File: src/design/pit_pkg.sv
`default_nettype none
// ----------------------------------------------------------------------------
// pit_pkg
// Shared types and constants for the timer-divisor square-wave synthesiser.
// ----------------------------------------------------------------------------
package pit_pkg;

  // Payload widths
  localparam int unsigned DIVISOR_W = 16;
  localparam int unsigned SAMPLE_W  = 8;
  localparam int unsigned VOLUME_W  = 7;

  // Shared divider geometry: dividend and divisor widths, one step per bit
  localparam int unsigned DVD_W     = 22;
  localparam int unsigned DSR_W     = 16;
  localparam int unsigned DIV_STEPS = DVD_W;
  localparam int unsigned CNT_W     = $clog2(DIV_STEPS + 1);

  // Twice the timer input clock: numerator of the phase step
  localparam logic [DVD_W-1:0] TIMER_STEP_NUM = 22'd2386364;
  // Full-scale amplitude and the combined scale-down of /127 then /256
  localparam logic [DVD_W-1:0] AMP_FULL = 22'd30000;
  localparam logic [DSR_W-1:0] AMP_DIV  = 16'd32512;

  localparam logic [SAMPLE_W-1:0] SILENCE   = 8'd128;
  localparam logic [VOLUME_W-1:0] VOL_RESET = 7'd127;

  // Sequencer states
  typedef enum logic [2:0] {
    ST_IDLE,
    ST_STEP,
    ST_WRAP,
    ST_AMP,
    ST_DONE
  } pit_state_e;

  // Divider status towards the sequencer
  typedef struct packed {
    logic busy;
    logic done;
  } div_sts_t;

endpackage
`default_nettype wire

File: src/design/pit_req_if.sv
`default_nettype none
// ----------------------------------------------------------------------------
// pit_req_if
// Request channel carrying one timer divisor per sample slot.
// ----------------------------------------------------------------------------
interface pit_req_if;
  logic        valid;
  logic        ready;
  logic [15:0] divisor;

  modport source (output valid, output divisor, input ready);
  modport sink   (input valid, input divisor, output ready);
endinterface
`default_nettype wire

File: src/design/pit_smp_if.sv
`default_nettype none
// ----------------------------------------------------------------------------
// pit_smp_if
// Result channel carrying one unsigned 8-bit PCM sample.
// ----------------------------------------------------------------------------
interface pit_smp_if;
  logic       valid;
  logic       ready;
  logic [7:0] sample;

  modport source (output valid, output sample, input ready);
  modport sink   (input valid, input sample, output ready);
endinterface
`default_nettype wire

File: src/design/pit_cfg_if.sv
`default_nettype none
// ----------------------------------------------------------------------------
// pit_cfg_if
// Configuration write channel for the volume register.
// ----------------------------------------------------------------------------
interface pit_cfg_if;
  logic       valid;
  logic       ready;
  logic [6:0] volume;

  modport source (output valid, output volume, input ready);
  modport sink   (input valid, input volume, output ready);
endinterface
`default_nettype wire

File: src/design/pit_div.sv
`default_nettype none
// ----------------------------------------------------------------------------
// pit_div
// Shared restoring divider: one quotient bit per cycle, quotient and
// remainder held after the done pulse until the next start.
// ----------------------------------------------------------------------------
module pit_div
  import pit_pkg::*;
(
  input  wire logic             clk_i,
  input  wire logic             rst_ni,
  input  wire logic             start_i,
  input  wire logic [DVD_W-1:0] dividend_i,
  input  wire logic [DSR_W-1:0] divisor_i,
  output logic      [DVD_W-1:0] quotient_o,
  output logic      [DSR_W-1:0] remainder_o,
  output div_sts_t              sts_o
);

  logic [DVD_W-1:0] dvd_q, dvd_d;
  logic [DSR_W-1:0] dsr_q;
  logic [DSR_W-1:0] rem_q, rem_d;
  logic [CNT_W-1:0] cnt_q, cnt_d;
  logic             done_q, done_d;
  logic [DSR_W:0]   trial;

  // Trial subtract of the divisor from the shifted partial remainder
  assign trial = {rem_q, dvd_q[DVD_W-1]} - {1'b0, dsr_q};

  // Next value: load on start, else shift one quotient bit in
  always_comb begin
    dvd_d  = dvd_q;
    rem_d  = rem_q;
    cnt_d  = cnt_q;
    done_d = 1'b0;
    if (start_i) begin
      dvd_d = dividend_i;
      rem_d = '0;
      cnt_d = CNT_W'(DIV_STEPS);
    end else if (cnt_q != '0) begin
      if (!trial[DSR_W]) begin
        rem_d = trial[DSR_W-1:0];
        dvd_d = {dvd_q[DVD_W-2:0], 1'b1};
      end else begin
        rem_d = {rem_q[DSR_W-2:0], dvd_q[DVD_W-1]};
        dvd_d = {dvd_q[DVD_W-2:0], 1'b0};
      end
      cnt_d  = cnt_q - 1'b1;
      done_d = (cnt_q == CNT_W'(1));
    end
  end

  // Hold the step count and done flag
  always_ff @(posedge clk_i or negedge rst_ni) begin
    if (!rst_ni) begin
      cnt_q  <= '0;
      done_q <= 1'b0;
    end else begin
      cnt_q  <= cnt_d;
      done_q <= done_d;
    end
  end

  // Operand and working registers
  always_ff @(posedge clk_i) begin
    dvd_q <= dvd_d;
    rem_q <= rem_d;
    if (start_i) begin
      dsr_q <= divisor_i;
    end
  end

  assign quotient_o  = dvd_q;
  assign remainder_o = rem_q;
  assign sts_o.busy  = (cnt_q != '0);
  assign sts_o.done  = done_q;

endmodule
`default_nettype wire

File: src/design/pit_divisor_square_wave_synth.sv
`default_nettype none
// ----------------------------------------------------------------------------
// pit_divisor_square_wave_synth
// Square-wave PCM synthesiser driven by a timer divisor per sample slot.
// ----------------------------------------------------------------------------
// A request with a nonzero divisor gives its sample after three passes of
// one shared 22-step restoring divider (phase step, wrap of the phase
// accumulator against SAMPLE_RATE, amplitude scaling of the volume), after
// which the result is handed to the output register. A zero divisor skips
// the divider, gives silence, and frees the input once that sample is in
// the output register. One request is worked on at a time; the output
// register lets the next request in while a sample waits, and a finished
// sample is held back while the output register is still full. Volume
// writes are taken at any time and act on every request whose amplitude
// scaling has not yet started.
// ----------------------------------------------------------------------------
module pit_divisor_square_wave_synth
  import pit_pkg::*;
#(
  parameter int unsigned SAMPLE_RATE = 22050
) (
  input  wire logic clk_i,
  input  wire logic rst_ni,
  pit_req_if.sink   req_i,
  pit_cfg_if.sink   cfg_i,
  pit_smp_if.source smp_o
);

  localparam int unsigned PHASE_W = $clog2(SAMPLE_RATE);

  pit_state_e state_q, state_d;

  logic [VOLUME_W-1:0] volume_q;
  logic [PHASE_W-1:0]  phase_q, phase_d;
  logic                level_q, level_d;
  logic [SAMPLE_W-1:0] res_q, res_d;
  logic                out_valid_q, out_valid_d;
  logic [SAMPLE_W-1:0] out_sample_q;

  logic             req_fire;
  logic             out_load;
  logic             div_start;
  logic [DVD_W-1:0] div_dividend;
  logic [DSR_W-1:0] div_divisor;
  logic [DVD_W-1:0] div_quot;
  logic [DSR_W-1:0] div_rem;
  div_sts_t         div_sts;
  logic [DVD_W-1:0] step;
  logic [DVD_W-1:0] phase_sum;
  logic [DVD_W-1:0] vol_scaled;
  logic [SAMPLE_W-1:0] offset;

  assign req_i.ready = (state_q == ST_IDLE);
  assign req_fire    = req_i.valid && req_i.ready;
  assign cfg_i.ready = 1'b1;

  // Phase step never below one; sum with the held phase
  assign step       = (div_quot == '0) ? DVD_W'(1) : div_quot;
  assign phase_sum  = DVD_W'(phase_q) + step;
  assign vol_scaled = DVD_W'(volume_q) * AMP_FULL;
  assign offset     = SAMPLE_W'(div_quot);

  // Next state
  always_comb begin
    state_d = state_q;
    case (state_q)
      ST_IDLE: begin
        if (req_fire) begin
          state_d = (req_i.divisor == '0) ? ST_DONE : ST_STEP;
        end
      end
      ST_STEP: if (div_sts.done) state_d = ST_WRAP;
      ST_WRAP: if (div_sts.done) state_d = ST_AMP;
      ST_AMP:  if (div_sts.done) state_d = ST_DONE;
      ST_DONE: if (out_load) state_d = ST_IDLE;
      default: state_d = ST_IDLE;
    endcase
  end

  // Divider operands and start pulses
  always_comb begin
    div_start    = 1'b0;
    div_dividend = TIMER_STEP_NUM;
    div_divisor  = req_i.divisor;
    case (state_q)
      ST_IDLE: begin
        div_start = req_fire && (req_i.divisor != '0);
      end
      ST_STEP: begin
        div_start    = div_sts.done;
        div_dividend = phase_sum;
        div_divisor  = DSR_W'(SAMPLE_RATE);
      end
      ST_WRAP: begin
        div_start    = div_sts.done;
        div_dividend = vol_scaled;
        div_divisor  = AMP_DIV;
      end
      default: begin
        div_start = 1'b0;
      end
    endcase
  end

  // Phase, level and result updates
  always_comb begin
    phase_d = phase_q;
    level_d = level_q;
    res_d   = res_q;
    case (state_q)
      ST_IDLE: begin
        if (req_fire && (req_i.divisor == '0)) begin
          phase_d = '0;
          level_d = 1'b0;
          res_d   = SILENCE;
        end
      end
      ST_WRAP: begin
        if (div_sts.done) begin
          phase_d = div_rem[PHASE_W-1:0];
          level_d = level_q ^ div_quot[0];
        end
      end
      ST_AMP: begin
        if (div_sts.done) begin
          res_d = level_q ? (SILENCE + offset) : (SILENCE - offset);
        end
      end
      default: begin
        res_d = res_q;
      end
    endcase
  end

  // Output register: load when empty or being drained
  assign out_load = (state_q == ST_DONE) && (!out_valid_q || smp_o.ready);

  always_comb begin
    out_valid_d = out_valid_q;
    if (out_load) begin
      out_valid_d = 1'b1;
    end else if (smp_o.ready) begin
      out_valid_d = 1'b0;
    end
  end

  assign smp_o.valid  = out_valid_q;
  assign smp_o.sample = out_sample_q;

  // Control and state registers
  always_ff @(posedge clk_i or negedge rst_ni) begin
    if (!rst_ni) begin
      state_q     <= ST_IDLE;
      volume_q    <= VOL_RESET;
      phase_q     <= '0;
      level_q     <= 1'b0;
      out_valid_q <= 1'b0;
    end else begin
      state_q     <= state_d;
      phase_q     <= phase_d;
      level_q     <= level_d;
      out_valid_q <= out_valid_d;
      if (cfg_i.valid) begin
        volume_q <= cfg_i.volume;
      end
    end
  end

  // Payload registers
  always_ff @(posedge clk_i) begin
    res_q <= res_d;
    if (out_load) begin
      out_sample_q <= res_q;
    end
  end

  pit_div u_div (
    .clk_i       (clk_i),
    .rst_ni      (rst_ni),
    .start_i     (div_start),
    .dividend_i  (div_dividend),
    .divisor_i   (div_divisor),
    .quotient_o  (div_quot),
    .remainder_o (div_rem),
    .sts_o       (div_sts)
  );

  // Divider is quiet whenever a request can be taken
  assert property (@(posedge clk_i) disable iff (!rst_ni)
    req_i.ready |-> !div_sts.busy)
    else $error("divider busy while idle");

  // Phase accumulator stays below the sample rate
  assert property (@(posedge clk_i) disable iff (!rst_ni)
    32'(phase_q) < SAMPLE_RATE)
    else $error("phase out of range");

  // Divider finishes only while the sequencer waits on it
  assert property (@(posedge clk_i) disable iff (!rst_ni)
    div_sts.done |-> (state_q == ST_STEP || state_q == ST_WRAP || state_q == ST_AMP))
    else $error("unexpected divider done");

  // A loaded sample leaves the sequencer idle next cycle
  assert property (@(posedge clk_i) disable iff (!rst_ni)
    out_load |=> (smp_o.valid && state_q == ST_IDLE))
    else $error("sample load did not complete");

endmodule
`default_nettype wire
File: src/flat_wrapper.sv
// flat-port wrapper written by rule: the top's interface ports become plain ports
module pit_divisor_square_wave_synth_flat import pit_pkg::*;
#(
  parameter int unsigned SAMPLE_RATE = 22050
)
  (clk_i, rst_ni, req_i_valid, req_i_divisor, req_i_ready, cfg_i_valid, cfg_i_volume, cfg_i_ready, smp_o_valid, smp_o_sample, smp_o_ready);
  pit_req_if req_i_i ();
  pit_cfg_if cfg_i_i ();
  pit_smp_if smp_o_i ();
  input  wire logic clk_i;
  input  wire logic rst_ni;
  input wire logic [$bits(req_i_i.valid)-1:0] req_i_valid;
  input wire logic [$bits(req_i_i.divisor)-1:0] req_i_divisor;
  output wire logic [$bits(req_i_i.ready)-1:0] req_i_ready;
  input wire logic [$bits(cfg_i_i.valid)-1:0] cfg_i_valid;
  input wire logic [$bits(cfg_i_i.volume)-1:0] cfg_i_volume;
  output wire logic [$bits(cfg_i_i.ready)-1:0] cfg_i_ready;
  output wire logic [$bits(smp_o_i.valid)-1:0] smp_o_valid;
  output wire logic [$bits(smp_o_i.sample)-1:0] smp_o_sample;
  input wire logic [$bits(smp_o_i.ready)-1:0] smp_o_ready;
  assign req_i_i.valid = req_i_valid;
  assign req_i_i.divisor = req_i_divisor;
  assign req_i_ready = req_i_i.ready;
  assign cfg_i_i.valid = cfg_i_valid;
  assign cfg_i_i.volume = cfg_i_volume;
  assign cfg_i_ready = cfg_i_i.ready;
  assign smp_o_valid = smp_o_i.valid;
  assign smp_o_sample = smp_o_i.sample;
  assign smp_o_i.ready = smp_o_ready;
  pit_divisor_square_wave_synth #(.SAMPLE_RATE(SAMPLE_RATE)) u_core (.clk_i(clk_i), .rst_ni(rst_ni), .req_i(req_i_i), .cfg_i(cfg_i_i), .smp_o(smp_o_i));
endmodule
File: config.mk
export PLATFORM = sky130hd
export DESIGN_NAME = pit_divisor_square_wave_synth_flat
export DESIGN_NICKNAME = d
export VERILOG_FILES = /design/src/design/pit_pkg.sv /design/src/design/pit_req_if.sv /design/src/design/pit_smp_if.sv /design/src/design/pit_cfg_if.sv /design/src/design/pit_div.sv /design/src/design/pit_divisor_square_wave_synth.sv /design/src/flat_wrapper.sv
export SDC_FILE = /design/constraint.sdc
export NUM_CORES = 1
export LEC_CHECK = 0
export ABC_AREA = 1
export BUFFER_PORTS_ARGS = -buffer_cell sky130_fd_sc_hd__buf_2
export CORE_UTILIZATION = 60
export DETAILED_ROUTE_END_ITERATION = 6
export GPL_TIMING_DRIVEN = 0
export PLACE_DENSITY = 0.78
export SLEW_MARGIN = 20
export SYNTH_ARGS = -nofsm -noshare
export SYNTH_HDL_FRONTEND = slang
export SYNTH_SLANG_ARGS = --single-unit
File: constraint.sdc
create_clock -name clk_i -period 8.3 [get_ports clk_i]
set_input_delay 1.245 -clock clk_i [delete_from_list [all_inputs] [get_ports clk_i]]
set_output_delay 1.245 -clock clk_i [all_outputs]
set_load 0.005 [all_outputs]
==> metrics.md <==
| Metric | Value |
|---|---|
| Outcome | completed |
| CP Data Required Time | 8430 ps |
| Final WL | 21,400 µm |
| Util after Layout | 67.4% |
| Dpl cells | 1,481 |
| Synth area leaders | edfxtp_1 (18%), nand2_1 (16%), ha_1 (12%), inv_1 (10%), dfrtp_1 (7.4%) |
| Clock sinks | 103 |
| Detailed placement HPWL | 17,100 µm |
| First-pass GRT wire length | 35,500 µm |
| Die X | 123 µm |
| Most used flip-flop cell after synthesis | edfxtp_1 |
| Rows | 43 |
| CP startpoint kind | register |
| Crit path kind | register to register |
| Drt first pass iters | 5 |
| Seq cells post-synth | 103 |
| Cell chain of the critical path | inv_1, ha_1, fa_1, inv_1, ha_1, fa_1, ha_1, nand4_1, o21bai_1, nand2_1, nand3_1, nand2_1, nand3_1, nand2_1, nand2_1, nand2_1 |
| H-tree lvl count | 3 |
| Slew Limit Fails | 0 |
| Top sig layer | met5 |
| Met2 routed WL | 10,100 µm |
| Met3 WL post-DR | 1070 µm |
| Hold Vio Cnt, Final | 0 |
| Setup Buffers After CTS | 0 |
| Fin crit share | 47.8% |
| CP endpoint kind | register |
| Antenna cell count | 0 |
| Worst-Skew Late Latency | 360 ps |
| Worst clock skew | 9.90 ps |
| # DRC | 0 |
| Hold buffer count at CTS | 0 |
| Num CTS Buffers | 9 |
| Final nets | 1,441 |
| Hold crit path type | register to register |
| Crit path max-delay family | adder cells |
| CTS root buffer | clkbuf_16 |
| Post_cts resized | 0 |
| Via density per instance | 5.32 |
| Synthesized cell area | 8780 µm² |
| Netlist cell types | 42 |
| Setup tns final | 0 ps |
| Clock-pin transition on the worst setup and hold timing paths | 80 ps |
| Total grt overflow | 0 |
| LEAKAGE | 5.27 nW |
| Max FO, Critical Path | 7 |
| Die H | 123 µm |
| CP arrival | 4090 ps |
| Crit path largest cell delay | 640 ps |
| ANT nets after route | 0 |
| Largest net degree at the start of global routing | 34 |
| Filler cell count | 1,254 |
| Max Fclk | 0.252 GHz |
| Vias in the first global route | 7,517 |
| Final Wtd Congestion | 0.903 |
| Post-synthesis sequential area ratio | 31.6% |
| Area of the die | 15,100 µm² |
| Slew margin rel. | 33.0% |
| RSZ-0062 raised after global routing | false |
| Core area | 14,100 µm² |
| Final Non-Filler Cells | 1,497 |
| CP most frequent cell | nand2_1 |
| Global Route Usage Sum | 30.4% |
| Worst vdd ir | 0.000186 V |
| Mean Syn Cell Area | 6.95 µm² |
| Power per Cell Area | 317 nW/µm² |
| Worst Tran Pin Value | 1000 ps |
| Non-Filler Cell Area, Final | 9500 µm² |
| DRT met1 WL | 9630 µm |
| Initial DRC count | 592 |
| Mapped Nets | 1,393 |
| Slowest CP cell | dfstp_2 |
| Initial Util | 62.3% |
| CTS tree | done |
| CTS max path bufs | 2 |
| Max-cap violations | 0 |
| Synth Instances | 1,264 |
| Worst slack, placed | 4330 ps |
| Synth area leader | edfxtp_1 |
| DR vias | 7,968 |
| Yosys top cell area share | 18.5% |
| Routed WL per cell | 14.3 µm |
| Port bufs | 37 |
| CP Buf/Inv Count | 2 |
| Share of layout cells above drive strength 1 | 7.06% |
| Initial antenna violation count | 1 |
| Ports | 39 |
| Ys Warns | 0 |
| Synth async-reset ratio | 32.0% |
| # setup viols final | 0 |
| Synth-to-Final Area Change | 8.16% |
| Setup WS post-layout | 4330 ps |
| Post-synth EDFFs | 54 |
| Shortest period the worst path allows | 3970 ps |
| Dpl cell area | 9200 µm² |
-- where the power goes --
| part | internal [mW] | switching (mW) |
|---|---|---|
| combinational | 0.618 | 1.14 |
| sequential | 0.698 | 0.123 |
| clock | 0.217 | 0.219 |
-- logic make-up (layout without fill, tap and decap cells) --
group / count (synthesis) / after routing / synth area share (%)
XOR/XNOR: 13 / 13 / 1.30
multiplexers: 2 / 2 / 0.256
other: 1 / 1 / 0.0427
adder cells (fa/ha/maj): 101 / 101 / 15.9
buffers and inverters: 278 / 331 / 12.3
flip-flops: 103 / 103 / 31.6
AND/OR/NAND/NOR: 649 / 649 / 31.3
AO/OA/AOI/OAI: 117 / 117 / 7.31
-- stage by stage --
stage	total power [mW]	hold WS, ps
3_5_place_dp	2.55	405
6_report	3.02	421
5_1_grt	3.31	442
3_3_place_gp	2.51	402
4_1_cts	3.00	423
2_1_floorplan	2.13	400
-- cell usage after synthesis, types with 3 or more instances --
master,count
dfxtp_1,16
clkbuf_1,18
nand3_1,109
dfrtp_1,26
o21ai_0,36
nand4_1,15
o31ai_1,3
inv_2,3
nand2_1,370
xnor2_1,6
dfstp_2,7
o21bai_1,4
a22oi_1,4
nor3_1,13
edfxtp_1,54
nor4_1,4
and2_1,4
nand3b_1,8
buf_2,8
ha_1,83
buf_4,3
xor2_1,7
inv_1,242
a21oi_1,60
or2_2,5
nor2_1,115
a31oi_1,3
fa_1,18
-- layout by cell type (no fill, tap or decap), drive strengths merged, types with 2 or more instances in the layout --
| cell | synthesis | final |
|---|---|---|
| o22ai | 2 | 2 |
| dfstp | 7 | 7 |
| a22oi | 6 | 6 |
| nand4 | 15 | 15 |
| xnor2 | 6 | 6 |
| a21oi | 61 | 61 |
| dfrtp | 26 | 26 |
| nand3 | 109 | 109 |
| clkbuf | 18 | 27 |
| xor2 | 7 | 7 |
| buf | 14 | 51 |
| ha | 83 | 83 |
| nand2 | 374 | 374 |
| nor3 | 15 | 15 |
| inv | 245 | 249 |
| o21ai | 37 | 37 |
| nor2 | 115 | 115 |
| or2 | 5 | 5 |
| dfxtp | 16 | 16 |
| o31ai | 3 | 3 |
| mux2 | 2 | 2 |
| fa | 18 | 18 |
| nor4 | 4 | 4 |
| edfxtp | 54 | 54 |
| a31oi | 3 | 3 |
| nand3b | 8 | 8 |
| clkinv | 1 | 4 |
| and2 | 4 | 4 |
| o21bai | 4 | 4 |
-- area by class of cell --
| cell class | instances | area, µm² | share of cell area [%] |
|---|---|---|---|
| plain buffers | 32 | 156 | 1.65 |
| clock buffers | 9 | 225 | 2.37 |
| clock inverters | 7 | 81.3 | 0.856 |
| inverters | 246 | 923 | 9.72 |
| multi-input cells | 883 | 4930 | 51.9 |
| flip-flops and latches | 103 | 2780 | 29.2 |
| well taps | 180 | 225 | 2.37 |
| repair buffers | 37 | 185 | 1.95 |
-- sequential cells by signal, indices dropped and copies added (netlist names) --
| register | flops |
|---|---|
| u_core.u_div.quotient_o | 22 |
| u_core.u_div.dsr_q | 16 |
| u_core.u_div.remainder_o | 16 |
| u_core.phase_q | 15 |
| u_core.res_q | 8 |
| u_core.smp_o.sample | 8 |
| u_core.volume_q | 7 |
| u_core.u_div.cnt_q | 5 |
| u_core.state_q | 3 |
| u_core.level_q | 1 |
| u_core.smp_o.valid | 1 |
| u_core.u_div.done_q | 1 |
-- path summary, 6_finish.rpt --
path / start / end / slack [ps] / depth (start not counted)
worst max-delay path: u_core.volume_q[5] / u_core.u_div.quotient_o[19] / 4330 / 16
worst min-delay path: u_core.res_q[7] / u_core.smp_o.sample[7] / 420 / 0
worst max register to register: u_core.volume_q[5] / u_core.u_div.quotient_o[19] / 4330 / 16
worst min register to register: u_core.res_q[7] / u_core.smp_o.sample[7] / 420 / 0
max in group asynchronous: rst_ni / u_core.u_div.cnt_q[1] / 6800 / 1
min in group asynchronous: rst_ni / u_core.smp_o.valid / 980 / 1
-- per-layer routing --
layer | global-route usage (%) | vias up
li1 | - | 4086
met1 | 38.8 | 3630
met2 | 51.9 | 202
met3 | 5.35 | 48
met4 | 10.5 | 2
met5 | 0 | -
Note: power is estimated with default switching activity, not from simulation.
